==> config.mk <==
export PLATFORM = sky130hd
export DESIGN_NAME = tiered_random_slot_allocator
export DESIGN_NICKNAME = d
export VERILOG_FILES = /design/src/design/trsa_pkg.sv /design/src/design/trsa_tier_store.sv /design/src/design/tiered_random_slot_allocator.sv
export VERILOG_INCLUDE_DIRS = /design/src /design/src/design
export SDC_FILE = /design/constraint.sdc
export NUM_CORES = 1
export LEC_CHECK = 0
export BUFFER_PORTS_ARGS = -buffer_cell sky130_fd_sc_hd__buf_2
export CORE_AREA = 3 3 151 263
export CTS_CLUSTER_SIZE = 28
export DETAILED_ROUTE_END_ITERATION = 12
export DIE_AREA = 0 0 154 266
export PLACE_DENSITY = 0.76
export SLEW_MARGIN = 30
export SYNTH_ARGS = -nofsm -noshare
export SYNTH_HDL_FRONTEND = slang
export SYNTH_HIERARCHICAL = 1
export SYNTH_SLANG_ARGS = --single-unit
==> constraint.sdc <==
create_clock -name i_clk -period 7.4 [get_ports i_clk]
set_clock_uncertainty 0.15 [all_clocks]
set_input_delay 0.37 -clock i_clk [delete_from_list [all_inputs] [get_ports i_clk]]
set_output_delay 0.37 -clock i_clk [all_outputs]
set_load 0.03 [all_outputs]
==> src/design/tiered_random_slot_allocator_defines.svh <==
// Assertion macros for the tiered random slot allocator
`ifndef TIERED_RANDOM_SLOT_ALLOCATOR_DEFINES_SVH
`define TIERED_RANDOM_SLOT_ALLOCATOR_DEFINES_SVH

// check a consequence in the same cycle
`define TRSA_ASSERT_NOW(label, clk, rst_n, ante, cons, msg) \
    label: assert property (@(posedge clk) disable iff (!(rst_n)) (ante) |-> (cons)) \
        else $error(msg);

// check a consequence in the next cycle
`define TRSA_ASSERT_NEXT(label, clk, rst_n, ante, cons, msg) \
    label: assert property (@(posedge clk) disable iff (!(rst_n)) (ante) |=> (cons)) \
        else $error(msg);

`endif

==> src/design/trsa_pkg.sv <==
// Package with types, constants and helpers for the tiered random slot allocator
`default_nettype none

package trsa_pkg;

    localparam int MAX_TIERS_DEF = 8;
    localparam int SLOT_STEP_DEF = 4;

    localparam int TIER_W  = 3;
    localparam int SLOT_W  = 5;
    localparam int PICK_W  = 8;
    localparam int STAT_W  = 2;
    localparam int CFG_W   = 4;
    localparam int MAP_W   = 32;
    localparam int CNT_W   = 6;
    localparam int CHUNK_W = 4;
    localparam int CHUNK_N = MAP_W / CHUNK_W;
    localparam int CHUNK_AW = $clog2(CHUNK_N);
    localparam int CHUNK_BW = $clog2(CHUNK_W);

    localparam logic MODE_ALLOC   = 1'b0;
    localparam logic MODE_RELEASE = 1'b1;

    localparam logic [STAT_W-1:0] ST_OK   = 2'd0;
    localparam logic [STAT_W-1:0] ST_FULL = 2'd1;
    localparam logic [STAT_W-1:0] ST_BAD  = 2'd2;

    localparam logic [CFG_W-1:0] TIERS_RESET = 4'd8;

    typedef struct packed {
        logic              mode;
        logic [PICK_W-1:0] random_pick;
        logic [TIER_W-1:0] tier_index;
        logic [SLOT_W-1:0] slot_index;
    } t_alloc_req;

    typedef struct packed {
        logic [STAT_W-1:0] status;
        logic [TIER_W-1:0] granted_tier;
        logic [SLOT_W-1:0] granted_slot;
    } t_alloc_rsp;

    typedef struct packed {
        logic [MAP_W-1:0] map;
        logic [CNT_W-1:0] count;
    } t_entry;

    typedef struct packed {
        logic              rd_en;
        logic              wr_en;
        logic [TIER_W-1:0] addr;
        t_entry            wr_data;
    } t_mem_req;

    function automatic logic [CNT_W-1:0] tier_size(input logic [TIER_W-1:0] tier,
                                                   input int step);
        return CNT_W'(step * (int'(tier) + 1));
    endfunction

endpackage

`default_nettype wire

==> src/design/trsa_tier_store.sv <==
// Per-tier occupancy map and free count memory with reset-value substitution
`default_nettype none

module trsa_tier_store #(
    parameter int MAX_TIERS = trsa_pkg::MAX_TIERS_DEF,
    parameter int SLOT_STEP = trsa_pkg::SLOT_STEP_DEF
) (
    input  wire logic              i_clk,
    input  wire logic              i_rst_n,
    input  wire trsa_pkg::t_mem_req i_req,
    output trsa_pkg::t_entry       o_entry
);

    localparam int TIER_AW = (MAX_TIERS > 1) ? $clog2(MAX_TIERS) : 1;

    trsa_pkg::t_entry                r_mem [MAX_TIERS];
    logic [MAX_TIERS-1:0]            r_vld;
    trsa_pkg::t_entry                r_rd_data;
    logic                            r_rd_vld;
    logic [trsa_pkg::TIER_W-1:0]     r_rd_tier;
    logic [TIER_AW-1:0]              addr;

    assign addr = i_req.addr[TIER_AW-1:0];

    always_ff @(posedge i_clk) begin
        if (i_req.wr_en) begin
            r_mem[addr] <= i_req.wr_data;
        end
        if (i_req.rd_en) begin
            r_rd_data <= r_mem[addr];
            r_rd_tier <= i_req.addr;
        end
    end

    always_ff @(posedge i_clk) begin
        if (!i_rst_n) begin
            r_vld    <= '0;
            r_rd_vld <= 1'b0;
        end else begin
            if (i_req.wr_en) begin
                r_vld[addr] <= 1'b1;
            end
            if (i_req.rd_en) begin
                r_rd_vld <= r_vld[addr];
            end
        end
    end

    always_comb begin
        if (r_rd_vld) begin
            o_entry = r_rd_data;
        end else begin
            o_entry.map   = '0;
            o_entry.count = trsa_pkg::tier_size(r_rd_tier, SLOT_STEP);
        end
    end

endmodule

`default_nettype wire

==> src/design/tiered_random_slot_allocator.sv <==
// Steps: a bad release by range or an allocate with no free tier goes straight to the result;
// a release does one memory read, then write-back; an allocate does one memory read, an 8-step
// remainder by the free count, then a 4-slot-per-cycle free slot scan of up to 8 steps with write-back.
// One request in flight; the next request is taken the cycle after the result is registered.
// Reset: synchronous, active low; per-tier valid bits make all slots free at once, no sweep.
// Tiers in use resets to 8.
`default_nettype none

`include "tiered_random_slot_allocator_defines.svh"

module tiered_random_slot_allocator #(
    parameter int MAX_TIERS = trsa_pkg::MAX_TIERS_DEF,
    parameter int SLOT_STEP = trsa_pkg::SLOT_STEP_DEF
) (
    input  wire logic                        i_clk,
    input  wire logic                        i_rst_n,
    input  wire logic                        i_in_valid,
    output logic                             o_in_stall,
    input  wire trsa_pkg::t_alloc_req         i_in_req,
    output logic                             o_out_valid,
    input  wire logic                        i_out_stall,
    output trsa_pkg::t_alloc_rsp              o_out_rsp,
    input  wire logic                        i_cfg_valid,
    output logic                             o_cfg_ready,
    input  wire logic [trsa_pkg::CFG_W-1:0]  i_cfg_data
);

    localparam int TIER_AW = (MAX_TIERS > 1) ? $clog2(MAX_TIERS) : 1;

    typedef enum logic [2:0] {
        ST_IDLE,
        ST_LOOKUP,
        ST_MOD,
        ST_SCAN,
        ST_FINISH
    } t_state;

    t_state                             r_state;
    trsa_pkg::t_alloc_req               r_req;
    logic [trsa_pkg::TIER_W-1:0]        r_tier;
    logic [trsa_pkg::MAP_W-1:0]         r_map;
    logic [trsa_pkg::CNT_W-1:0]         r_cnt;
    logic [trsa_pkg::CNT_W-1:0]         r_rem;
    logic [trsa_pkg::PICK_W-1:0]        r_dvd;
    logic [2:0]                         r_step;
    logic [trsa_pkg::CHUNK_AW-1:0]      r_chunk;
    trsa_pkg::t_alloc_rsp               r_res;
    trsa_pkg::t_alloc_rsp               r_out;
    logic                               r_out_valid;
    logic [trsa_pkg::CFG_W-1:0]         r_tiers;
    logic [MAX_TIERS-1:0]               r_full;

    trsa_pkg::t_mem_req                 mem_req;
    trsa_pkg::t_entry                   entry;

    logic                               in_acc;
    logic [trsa_pkg::CFG_W-1:0]         limit;
    logic                               alloc_found;
    logic [trsa_pkg::TIER_W-1:0]        alloc_tier;
    logic                               rel_bad_range;
    logic                               rel_held;
    logic [trsa_pkg::CNT_W-1:0]         shifted;
    logic                               sub_ok;
    logic [trsa_pkg::CHUNK_W-1:0]       nib_free;
    logic [trsa_pkg::CHUNK_BW:0]        nib_pc;
    logic [trsa_pkg::CHUNK_BW-1:0]      nib_pos;
    logic                               nib_hit;
    logic [trsa_pkg::SLOT_W-1:0]        scan_slot;

    trsa_tier_store #(
        .MAX_TIERS (MAX_TIERS),
        .SLOT_STEP (SLOT_STEP)
    ) u_store (
        .i_clk   (i_clk),
        .i_rst_n (i_rst_n),
        .i_req   (mem_req),
        .o_entry (entry)
    );

    assign o_in_stall  = (r_state != ST_IDLE);
    assign o_out_valid = r_out_valid;
    assign o_out_rsp   = r_out;
    assign o_cfg_ready = 1'b1;
    assign in_acc      = i_in_valid && !o_in_stall;

    assign limit = (r_tiers > trsa_pkg::CFG_W'(MAX_TIERS)) ?
                   trsa_pkg::CFG_W'(MAX_TIERS) : r_tiers;

    always_comb begin
        alloc_found = 1'b0;
        alloc_tier  = '0;
        for (int t = 0; t < MAX_TIERS; t++) begin
            if (!alloc_found && (trsa_pkg::CFG_W'(t) < limit) && !r_full[t]) begin
                alloc_found = 1'b1;
                alloc_tier  = trsa_pkg::TIER_W'(t);
            end
        end
    end

    assign rel_bad_range =
        ({1'b0, i_in_req.tier_index} >= (trsa_pkg::TIER_W + 1)'(MAX_TIERS)) ||
        ({1'b0, i_in_req.slot_index} >=
         trsa_pkg::tier_size(i_in_req.tier_index, SLOT_STEP));

    assign rel_held = entry.map[r_req.slot_index];

    assign shifted = {r_rem[trsa_pkg::CNT_W-2:0], r_dvd[trsa_pkg::PICK_W-1]};
    assign sub_ok  = (shifted >= r_cnt);

    assign nib_free = ~r_map[{r_chunk, {trsa_pkg::CHUNK_BW{1'b0}}} +: trsa_pkg::CHUNK_W];

    always_comb begin
        nib_pc  = '0;
        nib_pos = '0;
        nib_hit = 1'b0;
        for (int i = 0; i < trsa_pkg::CHUNK_W; i++) begin
            if (nib_free[i]) begin
                if (!nib_hit && ({{(trsa_pkg::CNT_W - trsa_pkg::CHUNK_BW - 1){1'b0}}, nib_pc}
                                 == r_rem)) begin
                    nib_hit = 1'b1;
                    nib_pos = trsa_pkg::CHUNK_BW'(i);
                end
                nib_pc = nib_pc + 1'b1;
            end
        end
    end

    assign scan_slot = {r_chunk, nib_pos};

    always_comb begin
        mem_req         = '0;
        mem_req.addr    = r_tier;
        mem_req.wr_data = '0;
        unique case (r_state)
            ST_IDLE: begin
                if (in_acc) begin
                    if (i_in_req.mode == trsa_pkg::MODE_RELEASE) begin
                        mem_req.rd_en = !rel_bad_range;
                        mem_req.addr  = i_in_req.tier_index;
                    end else begin
                        mem_req.rd_en = alloc_found;
                        mem_req.addr  = alloc_tier;
                    end
                end
            end
            ST_LOOKUP: begin
                if (r_req.mode == trsa_pkg::MODE_RELEASE && rel_held) begin
                    mem_req.wr_en         = 1'b1;
                    mem_req.wr_data.map   = entry.map &
                                            ~(trsa_pkg::MAP_W'(1) << r_req.slot_index);
                    mem_req.wr_data.count = entry.count + 1'b1;
                end
            end
            ST_SCAN: begin
                if (nib_hit) begin
                    mem_req.wr_en         = 1'b1;
                    mem_req.wr_data.map   = r_map | (trsa_pkg::MAP_W'(1) << scan_slot);
                    mem_req.wr_data.count = r_cnt - 1'b1;
                end
            end
            ST_MOD, ST_FINISH: begin
                mem_req.rd_en = 1'b0;
            end
            default: begin
                mem_req.rd_en = 1'b0;
            end
        endcase
    end

    always_ff @(posedge i_clk) begin
        if (!i_rst_n) begin
            r_state     <= ST_IDLE;
            r_out_valid <= 1'b0;
            r_tiers     <= trsa_pkg::TIERS_RESET;
            r_full      <= '0;
        end else begin
            if (i_cfg_valid && o_cfg_ready) begin
                r_tiers <= i_cfg_data;
            end
            if (r_out_valid && !i_out_stall && (r_state != ST_FINISH)) begin
                r_out_valid <= 1'b0;
            end
            unique case (r_state)
                ST_IDLE: begin
                    if (in_acc) begin
                        r_req <= i_in_req;
                        if (i_in_req.mode == trsa_pkg::MODE_RELEASE) begin
                            r_tier <= i_in_req.tier_index;
                            if (rel_bad_range) begin
                                r_res   <= {trsa_pkg::ST_BAD,
                                            {(trsa_pkg::TIER_W + trsa_pkg::SLOT_W){1'b0}}};
                                r_state <= ST_FINISH;
                            end else begin
                                r_res   <= '0;
                                r_state <= ST_LOOKUP;
                            end
                        end else begin
                            r_tier <= alloc_tier;
                            if (alloc_found) begin
                                r_res   <= '0;
                                r_state <= ST_LOOKUP;
                            end else begin
                                r_res   <= {trsa_pkg::ST_FULL,
                                            {(trsa_pkg::TIER_W + trsa_pkg::SLOT_W){1'b0}}};
                                r_state <= ST_FINISH;
                            end
                        end
                    end
                end
                ST_LOOKUP: begin
                    r_map <= entry.map;
                    r_cnt <= entry.count;
                    if (r_req.mode == trsa_pkg::MODE_RELEASE) begin
                        if (rel_held) begin
                            r_full[r_tier[TIER_AW-1:0]] <= 1'b0;
                        end else begin
                            r_res <= {trsa_pkg::ST_BAD,
                                      {(trsa_pkg::TIER_W + trsa_pkg::SLOT_W){1'b0}}};
                        end
                        r_state <= ST_FINISH;
                    end else begin
                        r_rem   <= '0;
                        r_dvd   <= r_req.random_pick;
                        r_step  <= '1;
                        r_state <= ST_MOD;
                    end
                end
                ST_MOD: begin
                    r_rem   <= sub_ok ? (shifted - r_cnt) : shifted;
                    r_dvd   <= {r_dvd[trsa_pkg::PICK_W-2:0], 1'b0};
                    r_step  <= r_step - 1'b1;
                    r_chunk <= '0;
                    if (r_step == '0) begin
                        r_state <= ST_SCAN;
                    end
                end
                ST_SCAN: begin
                    if (nib_hit) begin
                        r_res <= {trsa_pkg::ST_OK, r_tier, scan_slot};
                        if (r_cnt == trsa_pkg::CNT_W'(1)) begin
                            r_full[r_tier[TIER_AW-1:0]] <= 1'b1;
                        end
                        r_state <= ST_FINISH;
                    end else begin
                        r_rem   <= r_rem - trsa_pkg::CNT_W'(nib_pc);
                        r_chunk <= r_chunk + 1'b1;
                    end
                end
                ST_FINISH: begin
                    if (!r_out_valid || !i_out_stall) begin
                        r_out       <= r_res;
                        r_out_valid <= 1'b1;
                        r_state     <= ST_IDLE;
                    end
                end
                default: begin
                    r_state <= ST_IDLE;
                end
            endcase
        end
    end

    `TRSA_ASSERT_NOW(a_grant_zero_unless_ok, i_clk, i_rst_n,
        o_out_valid && (o_out_rsp.status != trsa_pkg::ST_OK),
        (o_out_rsp.granted_tier == '0) && (o_out_rsp.granted_slot == '0),
        "grant fields nonzero on a failed request")
    `TRSA_ASSERT_NEXT(a_busy_after_accept, i_clk, i_rst_n,
        in_acc, o_in_stall, "request taken while another is in flight")
    `TRSA_ASSERT_NOW(a_status_code, i_clk, i_rst_n,
        o_out_valid,
        (o_out_rsp.status == trsa_pkg::ST_OK) || (o_out_rsp.status == trsa_pkg::ST_FULL) ||
        (o_out_rsp.status == trsa_pkg::ST_BAD),
        "undefined status code")
    `TRSA_ASSERT_NOW(a_grant_in_range, i_clk, i_rst_n,
        o_out_valid && (o_out_rsp.status == trsa_pkg::ST_OK) && (r_state == ST_IDLE),
        {1'b0, o_out_rsp.granted_tier} < (trsa_pkg::TIER_W + 1)'(MAX_TIERS),
        "granted tier outside the tier range")

endmodule

`default_nettype wire

Word-level counts from Yosys, hierarchy flattened:

Memories as Yosys holds them, arrays and structs flattened. A register that Yosys moved wholly into a read port is not among the register bits.
Cells that the tools add are included.

* bitwise operators: 8
* order comparisons: 16
* $add $sub $neg: 11
* eq/ne operators: 19
* muxes and demuxes: 92
* reductions and logical operators: 65
* shifts and indexed selects: 3

Operators by type and width (number)
* $mux W38: 3
* $pmux W38 S2: 1
* $shl A1 B5 Y32 const A: 2
* $mux W10: 6
* $mux W3: 20
* $mux W8: 5
* $mux W1: 34
* $and A32 B32 Y32: 1
* $not A32 Y32: 1
* $or A32 B32 Y32: 1
* $pmux W8 S2: 2
* $shiftx A32 B6 Y4: 1
* $pmux W10 S3: 1
* $logic_and A1 B1 Y1: 24
* $logic_not A1 Y1: 22
* $ne A2 B2 Y1 const B: 10
* $eq A3 B6 Y1: 3
* $mux W6: 3
* $pmux W6 S3: 1
* $lt A3 B4 Y1 const A: 4
* $or A8 B8 Y8: 2
* $pmux W3 S5: 1
* $add A3 B1 Y3 const B: 4
* $mux W2: 6
* other kinds (39): 56

* memories: 1
* flip-flop bits (word level): 123
* bits in writable memories: 304
* logic and storage cells: 238

Memories
* u_store.r_mem: depth 8, bits a word 38, rd ports 1, clocked after Yosys merged registers in 1, wr ports 1, line trsa_tier_store.sv:16 `trsa_pkg::t_entry r_mem [MAX_TIERS];`

Depth between registers and ports, before layout:

* depth after elaboration: 41
* gate-level depth with buffers: 17

Hierarchy:

The synthesis kept the hierarchy.

Modules (own cells, without submodules)
* trsa_tier_store: cells each 746, area each 13636.8 um2, seq. area each 10540.1 um2, instances 1
* tiered_random_slot_allocator: cells each 617, area each 6683.9 um2, seq. area each 3173.0 um2, instances 1

Least setup slack after synthesis:

OpenSTA, ideal clock, no wires.

* kind: register to register
* start point: register r_chunk[0] (netlist bit)
* end point: memory u_store/r_mem[0][0] (netlist bit), enable pin
* setup slack: 1.372 ns
* data arrival time: 5.395 ns
* data required time: 6.767 ns
* library setup time: 0.483 ns
* stages on the path, launching flop included: 14
* cell sequence: edfxtp_1 > buf_4 > mux4_2 > mux2i_4 > ha_1 > nor3b_1 > a31o_2 > and3_1 > a31o_2 > o21ai_1 > clkbuf_1 > nand2_1 > nand2b_1 > nor3_1

RTL lines
* from (decl): line tiered_random_slot_allocator.sv:46 `logic [trsa_pkg::CHUNK_AW-1:0] r_chunk;`
* from (signal assigned): line tiered_random_slot_allocator.sv:246 `r_chunk <= r_chunk + 1'b1;`
* to (decl): line trsa_tier_store.sv:16

==> results.md <==
* Most frequent cell after synthesis: edfxtp_1
* Ys async rst share at 0
* Initial antenna violation count at 0
* Final Hold Viols at 0
* Crit path kind: flip-flop to flip-flop
* Largest net degree at the start of global routing at 57
* Filler instances at 2766
* Leakage at between 8 and 9 nW
* Maximum fanout along the worst path at 20
* Port Buffers at 37
* Met3 WL at 2464 µm
* EDFF count, synth at between 400 and 500
* CP required at 7470 ps
* Yosys cell types at 73
* Final worst path period share at 0.6886
* Synth cell count leaders: edfxtp_1 (440), nand2_1 (90), mux2_2 (85)
* Worst vdd ir at 160.2 µV
* Post-synthesis cell count at roughly 1400
* CTS HTree Levels at 2
* Fraction of layout cells with a size suffix above 1 at 0.1902
* Met2 Wirelength at 26020 µm
* Worst r2r dst: u_store/r_mem[1][37]
* Hold_sp: i_cfg_valid
* Status: finished, final reports clean
* Tot GR Track Use at 0.2375
* Core Box Area at approximately 38000 µm²
* Worst Path Arrival at roughly 5200 ps
* First-pass GRT wire length at about 75000 µm
* Die Area at 40960 µm²
* Setup crit end kind: flip-flop
* Largest cells by area after synthesis: edfxtp_1 (65%), mux2_2 (4.7%), dfxtp_1 (2.5%)
* Routability cong. at between 1 and 1.5
* Worst-Skew Late Latency at 560 ps
* DPL Wire Length at 32560 µm
* Unrepaired setup endpoints after global routing: false
* Reg area at about 14000 µm²
* Vias in the first global route at 12699
* Die Wd at approximately 150 µm
* # rows at 94
* Drt drc at 0
* Main synth FF type: edfxtp_1
* DR iter-0 viols at 1173
* Endpoint, Worst Hold: r_tiers[1]
* Slack of the worst reg-to-reg path at 2300 ps
* Fin. max-slew vios at 0
* Routed WL at 49260 µm
* Highest metal used: met4
* Remaining global-route overflow at 0
* Placed cell area at 20950 µm²
* DR vias/cell at between 6 and 7
* Final Core Density at 0.5961
* Worst hold path depth at 3
* M1 WL at 17370 µm
* Clock Tree Buf Depth at 3
* TritonCTS buffer count at 40
* Antenna diodes at 0
* Setup_tns at 0 ps
* Clk sinks at 465
* Antenna-violating nets left at 0
* Multi-input gate area at roughly 6000 µm²
* Total power at 5.709 mW
* # hold bufs at CTS at 20
* Initial core utilization at 0.5382
* Yosys warning total at 6
* Die height at 266 µm
* Relative slew slack at 0.3154
* Drt pass-1 iters at 5
* # setup viols final at 0
* TritonCTS clock tree: done
* Seq/Total Area, Yosys at 0.6748
* Post-cts sizing count at 0
* Clock slew seen by the registers of the worst setup and hold paths at 70 ps
* Post-Layout Inst Area at 22510 µm²
* Nets at 1450
* Wire per inst at 25.79 µm
* Post-CTS Setup Bufs at 0
* Power Density at ~250 nW/µm²
* Syn_nets at between 1000 and 1500
* Yosys top cell by area: edfxtp_1
* Vias at 12160
* R2r startpoint: r_chunk[0]
* Yosys top cell area share at 0.6502
* Top-level I/O count at 39
* Worst Max-Slew Pin Slew at 1027 ps
* CP Launch Type: flip-flop
* Root Buffer: clkbuf_16
* Worst-case reg-to-reg path depth at 10
* #FFs+latches synth at between 400 and 500
* Minimum clock period at 5096 ps
* Worst Hold Class: primary input to flip-flop
* Area grow syn2layout at 10.75%
* Max cap viols at 0
* Post-Syn Area at slightly above 20000 µm²
* Max Clk Rate at 0.1962 GHz
* Post-synthesis area per instance at 14.91 µm²
-- per-stage QoR --
| stage | setup slack, ps | cells | hold slack (ps) |
|---|---|---|---|
| after floorplan | 1372 | 1363 | 250.3 |
| after global placement | 2442 | 1817 | 251.0 |
| after detailed placement | 2372 | 1817 | 254.5 |
| after CTS | 2333 | 1910 | 12.78 |
| after global routing | 1939 | 1910 | 42.03 |
| final | 2304 | 1910 | 34.44 |
-- layer usage --
metal / vias up / GRT usage
met4: 0 / 0.1484
li1: 5407 / -
met3: 167 / 0.03039
met5: - / 0
met1: 6088 / 0.2647
met2: 498 / 0.4273
-- area by class of cell --
| cell class | instances | share of cell area |
|---|---|---|
| Clock inverter | 28 | 0.01273 |
| Multi-Input combinational cell | 776 | 0.2730 |
| Clock buffer | 45 | 0.04670 |
| Timing Repair Buffer | 81 | 0.02569 |
| Inverter | 35 | 0.005838 |
| Sequential cell | 465 | 0.6094 |
| Tap cell | 480 | 0.02669 |
-- cells in the final DEF (no fill, tap or decap), types with 20 or more instances in the layout --
cell type      synthesis  layout
ha_1                  23      23
inv_1                 35      35
a22oi_1               56      56
o221ai_1              27      27
clkbuf_16              0      41
dlygate4sd3_1          0      20
o22ai_1               34      34
o21ai_0               47      47
mux2i_1               34      34
a21oi_1               30      27
buf_4                  8      23
nand2_1               90      90
dfxtp_1               25      24
edfxtp_1             440     440
mux2_2                85      84
and2_1                44      44
buf_2                 30      37
nor2_1                47      40
-- state kept, by name (all words and copies together) (netlist names), named ones only --
signal             cells
r_step                 3
r_state                3
u_store/r_rd_data     38
o_out_rsp             10
r_cnt                  6
r_res                 10
u_store/r_mem        304
u_store/r_vld          8
r_dvd                  8
o_out_valid            1
r_tier                 3
u_store/r_rd_tier      3
r_map                 32
r_rem                  6
r_chunk                3
r_req                 14
u_store/r_rd_vld       1
r_tiers                4
-- worst max-delay path: stages, from the launching register on --
cell      delay, ps
edfxtp_1        890
mux4_2          640
mux2i_4         220
ha_1            340
nor3b_1         220
a31o_2          130
and3_1          180
a31o_2          200
o21a_1          620
nand4_1         340
o21ai_0         820
-- how the worst max path moves through the flow --
| stage | slack, ps | end | cells after the start | from |
|---|---|---|---|---|
| after global placement | 2440 | u_store/r_mem[0][2] | 13 | r_chunk[0] |
| after CTS | 2330 | u_store/r_mem[0][34] | 13 | r_chunk[0] |
| after global routing | 1940 | u_store/r_mem[3][33] | 10 | r_chunk[0] |
| after detailed placement | 2370 | u_store/r_mem[0][0] | 13 | r_chunk[0] |
| after floorplan | 1370 | u_store/r_mem[0][0] | 13 | r_chunk[0] |
| final | 2300 | u_store/r_mem[1][37] | 10 | r_chunk[0] |
-- cells by family after synthesis --
family                   synth area share
other                           0.0001845
AND/OR/NAND/NOR                   0.07025
buffers and inverters             0.02925
flip-flops                         0.6748
multiplexers                      0.09076
AO/OA/AOI/OAI                      0.1082
adder cells (fa/ha/maj)           0.01613
XOR/XNOR                          0.01034
-- report_power, final --
part | internal [mW] | total, mW | switching [mW]
clock network | 1.21 | 2.14 | 0.931
registers | 2.94 | 3.00 | 0.0543
logic | 0.199 | 0.573 | 0.374
Power figures use the tool's default switching activity.
